## src/hw/rtl/alts_pkg.sv

```systemverilog
`default_nettype none
package alts_pkg;

    localparam int unsigned SLOTS_DEF = 32;
    localparam int unsigned MAX_RES   = 32;
    localparam int unsigned NW        = 6;    // count of firings, holds MAX_RES
    localparam int unsigned TW        = 64;
    localparam int unsigned PW        = 63;
    localparam int unsigned HW        = 16;
    localparam int unsigned IDW       = 5;

    typedef logic [2:0] t_op;

    localparam t_op OP_CLEAR   = 3'd0;
    localparam t_op OP_SET_REL = 3'd1;
    localparam t_op OP_SET_ABS = 3'd2;
    localparam t_op OP_SET_PER = 3'd3;
    localparam t_op OP_CANCEL  = 3'd4;
    localparam t_op OP_FIRE    = 3'd5;

    // decoded command passed from front to back
    typedef struct packed {
        t_op             op;
        logic [IDW-1:0]  id;
        logic [HW-1:0]   handler;
        logic [TW-1:0]   fire;
        logic [PW-1:0]   period;
        logic [PW-1:0]   now;
    } t_cmd;

    // signed compares on raw 64-bit patterns
    function automatic logic sge(input logic [TW-1:0] a, input logic [TW-1:0] b);
        return $signed(a) >= $signed(b);
    endfunction

    function automatic logic slt(input logic [TW-1:0] a, input logic [TW-1:0] b);
        return $signed(a) < $signed(b);
    endfunction

endpackage
`default_nettype wire

```

## src/hw/rtl/alts_front.sv

```systemverilog
`default_nettype none
module alts_front
    import alts_pkg::*;
(
    input  wire logic          i_clk,
    input  wire logic          i_rst_n,
    input  wire logic          s_axis_tvalid,
    output logic               s_axis_tready,
    input  wire logic [215:0]  s_axis_tdata,
    input  wire logic [2:0]    s_axis_tuser,
    input  wire logic          i_cfg_valid,
    output logic               o_cfg_ready,
    input  wire logic [PW-1:0] i_cfg_data,
    input  wire logic          i_q_full,
    output logic               o_push,
    output t_cmd               o_cmd
);
    logic [PW-1:0] r_boot;
    logic [TW-1:0] tval;
    logic [PW-1:0] now_v;

    assign o_cfg_ready = 1'b1;

    // boot time register
    always_ff @(posedge i_clk) begin
        if (!i_rst_n) begin
            r_boot <= '0;
        end else if (i_cfg_valid) begin
            r_boot <= i_cfg_data;
        end
    end

    assign s_axis_tready = !i_q_full;
    assign o_push        = s_axis_tvalid && !i_q_full;
    assign tval          = s_axis_tdata[84:21];
    assign now_v         = s_axis_tdata[210:148];

    // resolve the fire time per opcode
    always_comb begin
        o_cmd.op      = s_axis_tuser;
        o_cmd.id      = s_axis_tdata[4:0];
        o_cmd.handler = s_axis_tdata[20:5];
        o_cmd.period  = s_axis_tdata[147:85];
        o_cmd.now     = now_v;
        unique case (s_axis_tuser)
            OP_SET_REL: o_cmd.fire = {1'b0, now_v} + tval;
            OP_SET_ABS: o_cmd.fire = tval - {1'b0, r_boot};
            default:    o_cmd.fire = tval;
        endcase
    end
endmodule
`default_nettype wire

```

## config.mk

```make
export PLATFORM = sky130hd
export DESIGN_NAME = alts_front
export DESIGN_NICKNAME = d
export VERILOG_FILES = /design/src/hw/rtl/alts_pkg.sv /design/src/hw/rtl/alts_front.sv
export SDC_FILE = /design/constraint.sdc
export NUM_CORES = 1
export LEC_CHECK = 0
export BUFFER_PORTS_ARGS = -buffer_cell sky130_fd_sc_hd__buf_2
export CORE_AREA = 4 4 194 196
export CTS_CLUSTER_SIZE = 25
export DETAILED_ROUTE_END_ITERATION = 16
export DIE_AREA = 0 0 198 200
export SYNTH_ARGS = -nofsm -noshare
export SYNTH_HDL_FRONTEND = slang
export SYNTH_SLANG_ARGS = --single-unit
export TNS_END_PERCENT = 10
```

## constraint.sdc

```tcl
create_clock -name i_clk -period 12.28 [get_ports i_clk]
set_input_delay 1.228 -clock i_clk [delete_from_list [all_inputs] [get_ports i_clk]]
set_output_delay 1.228 -clock i_clk [all_outputs]
set_load 0.05 [all_outputs]
```

==> qor.txt <==
Status: completed
Syn nets: 1676
Pwr Density: 99.5 nW/um2
Final setup viols: 0
Synth Instances: 1324
CTS clk-pin slew, worst paths: 0.06 ns
Final Max Slew Viols: 0
Initial antenna violation count: 5
Post-route DRC: 0
Max Cap Viol: 0
CTS resizes: 0
Hold slack final: 0.515 ns
Period utilization: 79.8%
Setup TNS: 0 ns
Initial Util: 26.3%
WP data required: 11.05 ns
Slew @ Worst Pin: 1.14 ns
RR Startpoint: r_boot[26]
Cts bufs inserted: 9
Largest net degree at the start of global routing: 76
Drt pass-1 iters: 5
Synth Warn #: 0
Gr ovfl total: 0
Wire per inst: 17.9 um
Peak supply drop: 0.0000652 V
Leak pwr: 5.09 nW
Ratio of cells with drive above 1 in the final layout: 26.1%
Vias in the first global route: 8950
Via count: 9491
Area grow syn2layout: 12.5%
CTS root buffer: clkbuf_16
RSZ-0062 raised after global routing: no
CP Class: in -> out
R2R cell count: 2
Routed Antenna Nets: 0
Fin crit period: 9.79 ns
Final net count: 1807
Startpoint Class: input pin
Syn_area_per_cell: 7.17 um2
Util after Layout: 29.6%
RR Endpoint: r_boot[26]
Worst Path Arrival: 8.57 ns
HP Start: r_boot[4]
WL final: 34500 um
Die height: 200 um
GP Congestion: 0.911
CTS tree: built
CTS H-tree depth: 3
Die width: 198 um
Seq/Total Area, Yosys: 13.3%
Endpoints failing hold: 0
Worst setup EP type: output pin
Most common cell after layout, fill and taps aside: buf_2
Cell count of the worst hold path: 2
Max clock buf depth: 2
Placement Rows: 70
Gr usage total: 16.5%
Final Skew: 0 ns
Synth Flop Type: dfxtp_1
I/O Pins: 504
Most frequent cells in the layout: buf_2 (328), a21oi_1 (132), nand2_1 (122)
Post-synth EDFFs: 0
Fmax: 102 MHz
Netlist cell types: 73
Cell area after synthesis: 9500 um2
Reg2Reg Setup Slack: 11.61 ns
Min-Delay Endpoint: r_boot[4]
Fraction of registers with async set/reset: 0%
PortBufs: 329
Area after DPL: 10400 um2
Die area: 39600 um2
Max reg flops: 63
Worst Path Max Fanout: 7
Biggest register: r_boot
DR vias/cell: 4.92
Detail Placement HPWL: 29000 um
Synthesis-stage register bit count: 63
Total chip power: 1.06 mW
Placeable Area: 36100 um2
First-pass GRT wire length: 51000 um
Design Area, Final: 10700 um2
Worst hold path type: reg -> reg
CTS Hold Bufs: 0
Post CTS Setup Buffer Count: 0
Rel. slew slack: 24.3%
Num Clock Sinks: 63
Worst-Skew Late Latency: 0.35 ns
1st-iter DRT viols: 531
Registers with the most flip-flops: r_boot (63)
## where the power goes
part | internal, mW | switching, mW
combinational | 0.191 | 0.398
sequential | 0.217 | 0.00702
clock | 0.146 | 0.104
total | 0.554 | 0.509
## critical path: stages
cell     delay (ns)
buf_2          0.12
or4_4          0.53
or3_4          0.39
or4_1          0.53
or4_4          0.50
or4_1          0.83
nor4_1         0.38
xor2_1         0.13
nor2_1         0.10
a21oi_1        0.07
ha_1           0.46
nand2_1        0.17
or3_1          0.44
nor3_1         0.26
a21bo_2        0.17
a311o_1        0.11
a41o_1         0.22
a41oi_1        0.23
o41a_1         0.44
o31ai_1        0.64
xnor2_1        0.16
o21ai_1        0.15
buf_2          0.28
## per-layer routing
metal  part of all wire (%)  vias to the layer above  GRT usage [%]  wire (um)
met5                  0.093                        -              0         32
met4                    2.7                        6           5.20        935
met1                     43                     4324           20.7      14900
met3                    8.6                       58           5.76       2950
li1                       -                     4756              -          -
met2                     46                      347           26.8      15700
## synth_stat cells (all sizes together) (48+ instances only)
| library cell | count | area [um2] |
|---|---|---|
| a21oi | 132 | 661 |
| buf | 163 | 1190 |
| clkbuf | 51 | 191 |
| dfxtp | 63 | 1260 |
| ha | 64 | 801 |
| mux2i | 67 | 671 |
| nand2 | 124 | 473 |
| nor2 | 109 | 425 |
| nor2b | 69 | 432 |
| o21ai | 89 | 445 |
| xnor2 | 48 | 420 |
| xor2 | 69 | 604 |
## how the worst max path moves through the flow
| stage | start | end | slack [ns] | depth (start not counted) |
|---|---|---|---|---|
| 2_1_floorplan | s_axis_tdata[161] | o_cmd[180] | 3.46 | 23 |
| 3_3_place_gp | s_axis_tdata[161] | o_cmd[184] | 2.64 | 24 |
| 3_5_place_dp | s_axis_tdata[161] | o_cmd[184] | 2.58 | 23 |
| 4_1_cts | s_axis_tdata[161] | o_cmd[184] | 2.56 | 23 |
| 5_1_grt | s_axis_tdata[161] | o_cmd[184] | 2.28 | 23 |
| 6_report | s_axis_tdata[161] | o_cmd[184] | 2.49 | 23 |
## cell type report
type                            count  area [um2]
Antenna cell                        1        2.50
Clock buffer                       12         256
Timing Repair Buffer              334        1690
Clock inverter                      4        20.0
Multi-Input combinational cell   1026        6790
Tap cell                          468         586
Sequential cell                    63        1260
Fill cell                        4035       25400
Inverter                           21        78.8
## metrics by stage
step                      instances  worst slack, ns
after floorplan                1324             3.46
after global placement         1912             2.64
after detailed placement       1912             2.58
after CTS                      1928             2.56
after global routing           1928             2.28
final                          1929             2.49
## cells by family after synthesis
| logic type | Yosys count | share of synthesized area (%) |
|---|---|---|
| simple gates | 437 | 23.3 |
| compound gates | 335 | 21.1 |
| buf+inv | 235 | 15.3 |
| xor+xnor | 117 | 10.8 |
| mux | 71 | 7.53 |
| fa+ha+maj | 65 | 8.64 |
| flops | 63 | 13.3 |
| other cells | 1 | 0.0395 |
Power figures use the tool's default switching activity.
