### config.mk
export PLATFORM = sky130hd
export DESIGN_NAME = alts_queue
export DESIGN_NICKNAME = d
export VERILOG_FILES = /design/src/hw/rtl/alts_pkg.sv /design/src/hw/rtl/alts_queue.sv
export SDC_FILE = /design/constraint.sdc
export NUM_CORES = 1
export LEC_CHECK = 0
export CORE_MARGIN = 2
export CORE_UTILIZATION = 30
export DETAILED_ROUTE_END_ITERATION = 8
export DONT_BUFFER_PORTS = 1
export PLACE_DENSITY_LB_ADDON = 0.1
export SYNTH_ARGS = -nofsm -noshare
export SYNTH_HDL_FRONTEND = slang
export SYNTH_SLANG_ARGS = --single-unit
### constraint.sdc
create_clock -name i_clk -period 23.1 [get_ports i_clk]
set_clock_uncertainty 0.1 [all_clocks]
set_input_delay 1.155 -clock i_clk [delete_from_list [all_inputs] [get_ports i_clk]]
set_output_delay 1.155 -clock i_clk [all_outputs]
set_load 0.01 [all_outputs]
### src/hw/rtl/alts_pkg.sv
`default_nettype none
package alts_pkg;

    localparam int unsigned SLOTS_DEF = 32;
    localparam int unsigned MAX_RES   = 32;
    localparam int unsigned NW        = 6;    // count of firings, holds MAX_RES
    localparam int unsigned TW        = 64;
    localparam int unsigned PW        = 63;
    localparam int unsigned HW        = 16;
    localparam int unsigned IDW       = 5;

    typedef logic [2:0] t_op;

    localparam t_op OP_CLEAR   = 3'd0;
    localparam t_op OP_SET_REL = 3'd1;
    localparam t_op OP_SET_ABS = 3'd2;
    localparam t_op OP_SET_PER = 3'd3;
    localparam t_op OP_CANCEL  = 3'd4;
    localparam t_op OP_FIRE    = 3'd5;

    // decoded command passed from front to back
    typedef struct packed {
        t_op             op;
        logic [IDW-1:0]  id;
        logic [HW-1:0]   handler;
        logic [TW-1:0]   fire;
        logic [PW-1:0]   period;
        logic [PW-1:0]   now;
    } t_cmd;

    // signed compares on raw 64-bit patterns
    function automatic logic sge(input logic [TW-1:0] a, input logic [TW-1:0] b);
        return $signed(a) >= $signed(b);
    endfunction

    function automatic logic slt(input logic [TW-1:0] a, input logic [TW-1:0] b);
        return $signed(a) < $signed(b);
    endfunction

endpackage
`default_nettype wire

### src/hw/rtl/alts_queue.sv
`default_nettype none
module alts_queue
    import alts_pkg::*;
(
    input  wire logic i_clk,
    input  wire logic i_rst_n,
    input  wire logic i_push,
    input  t_cmd      i_cmd,
    output logic      o_full,
    output logic      o_valid,
    output t_cmd      o_cmd,
    input  wire logic i_pop
);
    localparam int unsigned DEPTH = 2;
    localparam int unsigned AW    = $clog2(DEPTH);

    t_cmd            r_mem [DEPTH];
    logic [AW-1:0]   r_wp;
    logic [AW-1:0]   r_rp;
    logic [AW:0]     r_cnt;

    assign o_full  = (r_cnt == (AW+1)'(DEPTH));
    assign o_valid = (r_cnt != '0);
    assign o_cmd   = r_mem[r_rp];

    always_ff @(posedge i_clk) begin
        if (i_push) begin
            r_mem[r_wp] <= i_cmd;
        end
    end

    // pointers and fill count
    always_ff @(posedge i_clk) begin
        if (!i_rst_n) begin
            r_wp  <= '0;
            r_rp  <= '0;
            r_cnt <= '0;
        end else begin
            if (i_push) r_wp <= r_wp + 1'b1;
            if (i_pop)  r_rp <= r_rp + 1'b1;
            r_cnt <= r_cnt + (AW+1)'(i_push) - (AW+1)'(i_pop);
        end
    end
endmodule
`default_nettype wire

==> results of run 1 <==
## report_power, final
part | internal (mW) | total [mW] | switching [mW]
clock | 0.465 | 0.756 | 0.292
combinational | 0.0643 | 0.145 | 0.0810
sequential | 0.910 | 0.924 | 0.0135
total | 1.44 | 1.83 | 0.386
## through the flow
stage	hold slack [ns]	setup slack [ns]
floorplan	0.455	11.75
global placement	0.462	18.92
detailed placement	0.469	18.75
CTS	0.482	18.89
global route	0.504	18.80
finish	0.475	18.99
## synth_stat cells (2+ instances only)
master | n | area share
mux2_4 | 160 | 0.15
nor2b_1 | 4 | 0.0015
ha_1 | 2 | 0.0015
edfxtp_1 | 428 | 0.79
dfxtp_1 | 5 | 0.0061
and2_1 | 4 | 0.0015
buf_6 | 19 | 0.013
buf_2 | 5 | 0.0015
mux2_2 | 54 | 0.037
inv_1 | 2 | 0.00046
## worst paths after layout
path             from       endpoint  slack (ns)
min reg2reg      r_rp       register        0.47
max          register      o_cmd[22]       18.99
max reg2reg      r_wp  r_mem[0][107]       19.63
min              r_rp       register        0.47
## flip-flops by register name, indices dropped and copies added (netlist names), named ones only
name and cells:
r_wp 1, r_mem 428, r_cnt 2, r_rp 1
## cells by family (layout without fill, tap and decap cells)
| kind of cell | after synthesis | after routing | share of synthesized area |
|---|---|---|---|
| adder cells (fa/ha/maj) | 2 | 2 | 0.00153 |
| buffers and inverters | 26 | 97 | 0.0151 |
| flip-flops | 433 | 433 | 0.793 |
| XOR/XNOR | 2 | 2 | 0.00192 |
| multiplexers | 214 | 214 | 0.184 |
| AND/OR/NAND/NOR | 9 | 9 | 0.00345 |
| AO/OA/AOI/OAI | 1 | 1 | 0.000460 |
## metal layers
metal	GRT usage	vias to the layer above	routed length (um)
li1	-	2801	-
met1	0.107	3264	11100
met2	0.219	246	18600
met3	0.0633	54	3850
met4	0.0379	4	770
met5	0	-	27
## area by class of cell
cell class / count / area, um2
tap: 696 / 871
clock buffer: 55 / 1250
clock inverter: 32 / 340
multi-input combinational: 228 / 3140
inverter: 2 / 7.51
sequential: 433 / 13000
fill: 4970 / 35200
timing repair buffer: 8 / 72.6
## critical path: cells and delay by family (launching register included)
kind                   cells  cell delay (ns)
DFF                        1             0.87
buffers and inverters      1             0.87
muxes                      1             0.45
==> impl_metrics.tcl, run 1 <==
set metrics [dict create \
    synth_ff_type "edfxtp_1" \
    clock_path_buffers 3 \
    hold_viol 0 \
    viasPerCell 4.38 \
    route.detailed.drc 0 \
    stdcell_count 1454 \
    start_util 0.303 \
    synth_cells 687 \
    cts_made_buffers 47 \
    design_power_total_mw 1.83 \
    grt_pass1_wl_mm 48.1 \
    wire_per_inst_um 23.6 \
    h-tree-depth 2 \
    cp_max_fo 53 \
    yosysSeqAreaShare 0.793 \
    rsz0062_at_grt "false" \
    dp_hpwl_mm 23.6 \
    fin_crit_ns 4.11 \
    synth.net_count 907 \
    max-slew-margin-rel 0.116 \
    routabilityCongestion 0.716 \
    drive_above_1_share 0.397 \
    clk_pin_slew_ns 0.06 \
    io_pins 434 \
    syn_area_per_cell_um2 23.8 \
    critical_path.max_stage_delay_ns 0.87 \
    n_antenna_cell 0 \
    nets 940 \
    required_ns 21.85 \
    p_leak_nw 6.36 \
    cts.sinks 433 \
    synth-edff-count 428 \
    drt-total-wl_mm 34.4 \
    fmax_ghz 0.243 \
    min_path_cells 2 \
    worstMarginPinSlew_ns 1.32 \
    synth_cell_types 14 \
    die-width_um 237 \
    design_area_mm2 0.0186 \
    worstHoldPathType "register to register" \
    outcome "finished clean" \
    row_count 85 \
    cp-end-kind "output pin" \
    clk-insertion-delay-late_ns 0.56 \
    syn-cell-area_mm2 0.0163 \
    postCtsSetupBuffers 0 \
    reg2regPathDepth 3 \
    synth_warnings 0 \
    synth-async-reset-ratio 0 \
    startpoint_type "register" \
    die_h_um 237 \
    grt.total_usage 0.117 \
    fin_tns_setup_ns 0 \
    first_iter_violations 242 \
    cp_data_arrival_time_ns 2.85 \
    grt_max_degree 117 \
    design.core.area_mm2 0.0538 \
    syn2layout_area_growth_pct 14.1 \
    num_vias 6369 \
    antenna_left 0 \
    vdd_drop_max_v 0.0000585 \
    finish.utilization 0.346 \
    drv_slew 0 \
    antenna_found_initial 2 \
    grt-ovfl-total 0 \
    crit_type "register to output pin" \
    layout.cells.most_common_list "edfxtp_1, mux2_4, mux2_2, clkbuf_16, clkinv_2" \
    io_buffers 0 \
    cts_resized 0 \
    path_cells "buf_4, mux2_2" \
    placed_area_mm2 0.0170 \
    p_per_area_mw_per_mm2 98.0 \
    final_common_cell "edfxtp_1" \
    finalCritPeriodShare 0.178 \
    cts_tree "yes" \
    dp.cells 1367 \
    grt_pass1_vias 6911 \
    hold_buffers 0 \
    dieArea_mm2 0.0563 \
    drt_first_pass_iters 4 \
    slowest_stage "dfxtp_4" \
    cts_root_buffer "clkbuf_16" \
    cap_viol_max_count 0 \
    setup_viol 0 \
    ys_ff_latch 433 \
]
No activity file was read; power rests on OpenSTA's default activity.
==> inputs of run 2 (changes only) <==
Clock period 23.1 ns to 4.05 ns, I/O delays scaled along.
==> run 2 against run 1 <==
Sequential share of layout area decreased by 8.1 points. Critical endpoint is now o_cmd[29]. Clock-buffer cell count up 5. Setup slack got worse by 18 ns.
==> impl_metrics.tcl, run 2 (synthesis gave the netlist of run 1 again) <==
set metrics [dict create \
    outcome "finished clean" \
    r2r-start "r_wp" \
    clk_pin_slew_ns 0.05 \
    syn2layout_area_growth_pct 29.3 \
    crit_type "register to output pin" \
    finalCritPeriodShare 0.670 \
    setup_viol 0 \
    critical_path.max_stage_delay_ns 0.95 \
    dieArea_mm2 0.0563 \
    die-width_um 237 \
    rsz0062_at_grt "false" \
    largest_reg_flops 428 \
    n_fill_cell 4829 \
    r2r_setup_slack_ns 1.92 \
    routabilityCongestion 0.756 \
    grt_pass1_vias 8110 \
    clock_path_buffers 3 \
    placed_area_mm2 0.0172 \
    reg.largest.list "r_mem x428, r_cnt x2" \
    max-slew-margin-rel 0.373 \
    slowest_stage "dfxtp_4" \
    drt-total-wl_mm 36.9 \
    first_iter_violations 255 \
    fin_crit_ns 2.71 \
    layout.cells.most_common_list "edfxtp_1, dlygate4sd3_1, mux2_4, mux2_2, clkbuf_16" \
    grt_max_degree 88 \
    grt.total_usage 0.128 \
    io_pins 434 \
    cp-end-kind "output pin" \
    cp_data_arrival_time_ns 2.41 \
    fmax_ghz 0.368 \
    dp_hpwl_mm 25.2 \
    die_h_um 237 \
    cap_viol_max_count 0 \
    cts_root_buffer "clkbuf_16" \
    worstHoldPathType "primary input to register" \
    worst_slack_ns 1.34 \
    grt_pass1_wl_mm 53.4 \
    place_ws_ns 1.83 \
    required_ns 3.75 \
    io_buffers 0 \
    vdd_drop_max_v 0.000464 \
    cp_max_fo 52 \
    route.detailed.drc 0 \
    antenna_left 0 \
    p_leak_nw 7.40 \
    final_common_cell "edfxtp_1" \
    reg2regPathDepth 4 \
    worstMarginPinSlew_ns 0.940 \
    nets 1168 \
    drive_above_1_share 0.310 \
    viasPerCell 4.35 \
    start_util 0.303 \
    cts_tree "yes" \
    clk-insertion-delay-late_ns 0.56 \
    hold_viol 0 \
    num_vias 7345 \
    r2r_end "r_wp" \
    startpoint_type "register" \
    drv_slew 0 \
    antenna_found_initial 6 \
    cts_resized 0 \
    regArea_mm2 0.0130 \
    row_count 85 \
    cts.sinks 433 \
    p_per_area_mw_per_mm2 524 \
    path_cells "buf_4, mux2_2" \
    endpoint "o_cmd[29]" \
    design_area_mm2 0.0211 \
    h-tree-depth 2 \
    drt_first_pass_iters 6 \
    cts_made_buffers 50 \
    design.core.area_mm2 0.0538 \
    fin_tns_setup_ns 0 \
    wire_per_inst_um 21.9 \
    multi_input_area_mm2 0.00314 \
    largest-register "r_mem" \
    grt-ovfl-total 0 \
]
-- run 2: cell types whose count changed in the layout (fill, tap and decap cells not counted), moves of 2 or more --
cell / before / now
clkinv_2: 15 / 9
dlygate4sd3_1: 0 / 218
clkinvlp_4: 2 / 0
diode_2: 0 / 4
buf_12: 1 / 7
bufinv_16: 7 / 11
clkinv_1: 6 / 10
clkbuf_1: 6 / 9
clkbuf_16: 49 / 51
-- run 2: cell type report --
cell class              instances  share of cell area
diodes                          4            0.000474
clock buffers                  60              0.0621
clock inverters                32              0.0204
inverters                       2            0.000356
multi-input cells             228               0.149
flip-flops and latches        433               0.614
well taps                     696              0.0413
repair buffers                233               0.113
-- run 2: what timing repair did --
action / in CTS / in global routing
endpoints found under the setup margin: 0 / 0
hold buffers: 218 / 0
buffers inserted: 0 / 0
hold endpoints to repair: 444 / 0
-- run 2: critical path, delay by kind of cell, from the launching register on --
family | cells | cell delay [ns]
buffers and inverters | 1 | 0.45
DFF | 1 | 0.95
muxes | 1 | 0.42
-- run 2: how the worst min path moves through the flow --
stage               start            end  cells after the start
3_5_place_dp     i_cmd[7]    r_mem[0][7]                      0
3_3_place_gp    i_cmd[49]   r_mem[1][49]                      0
5_1_grt        i_cmd[133]  r_mem[1][133]                      1
2_1_floorplan    i_cmd[0]    r_mem[0][0]                      0
4_1_cts         i_cmd[32]   r_mem[1][32]                      1
6_report        i_cmd[32]   r_mem[1][32]                      1
-- run 2: report_power, final --
group | switching, mW | internal [mW] | total, mW
clock network | 1.74 | 2.99 | 4.73
logic | 0.543 | 0.522 | 1.06
registers | 0.0814 | 5.19 | 5.27
total | 2.36 | 8.70 | 11.1
-- run 2: metrics by stage --
step | std cells | hold WS, ns | utilization | power, mW
after global placement | 1374 | 0.201 | 0.319 | 6.22
after detailed placement | 1374 | 0.201 | 0.319 | 6.24
after floorplan | 687 | 0.201 | - | 6.05
after global routing | 1688 | 0.148 | 0.392 | 11.5
after CTS | 1684 | 0.130 | 0.392 | 11.2
final | 1688 | 0.182 | 0.392 | 11.1
-- run 2: layer usage --
layer	wire, um	vias up	share of wire	global-route usage
li1	-	3278	-	-
met1	13300	3749	0.36	0.134
met4	963	2	0.026	0.0475
met3	2590	72	0.070	0.0415
met5	13	-	0.00035	0
met2	20000	244	0.54	0.237
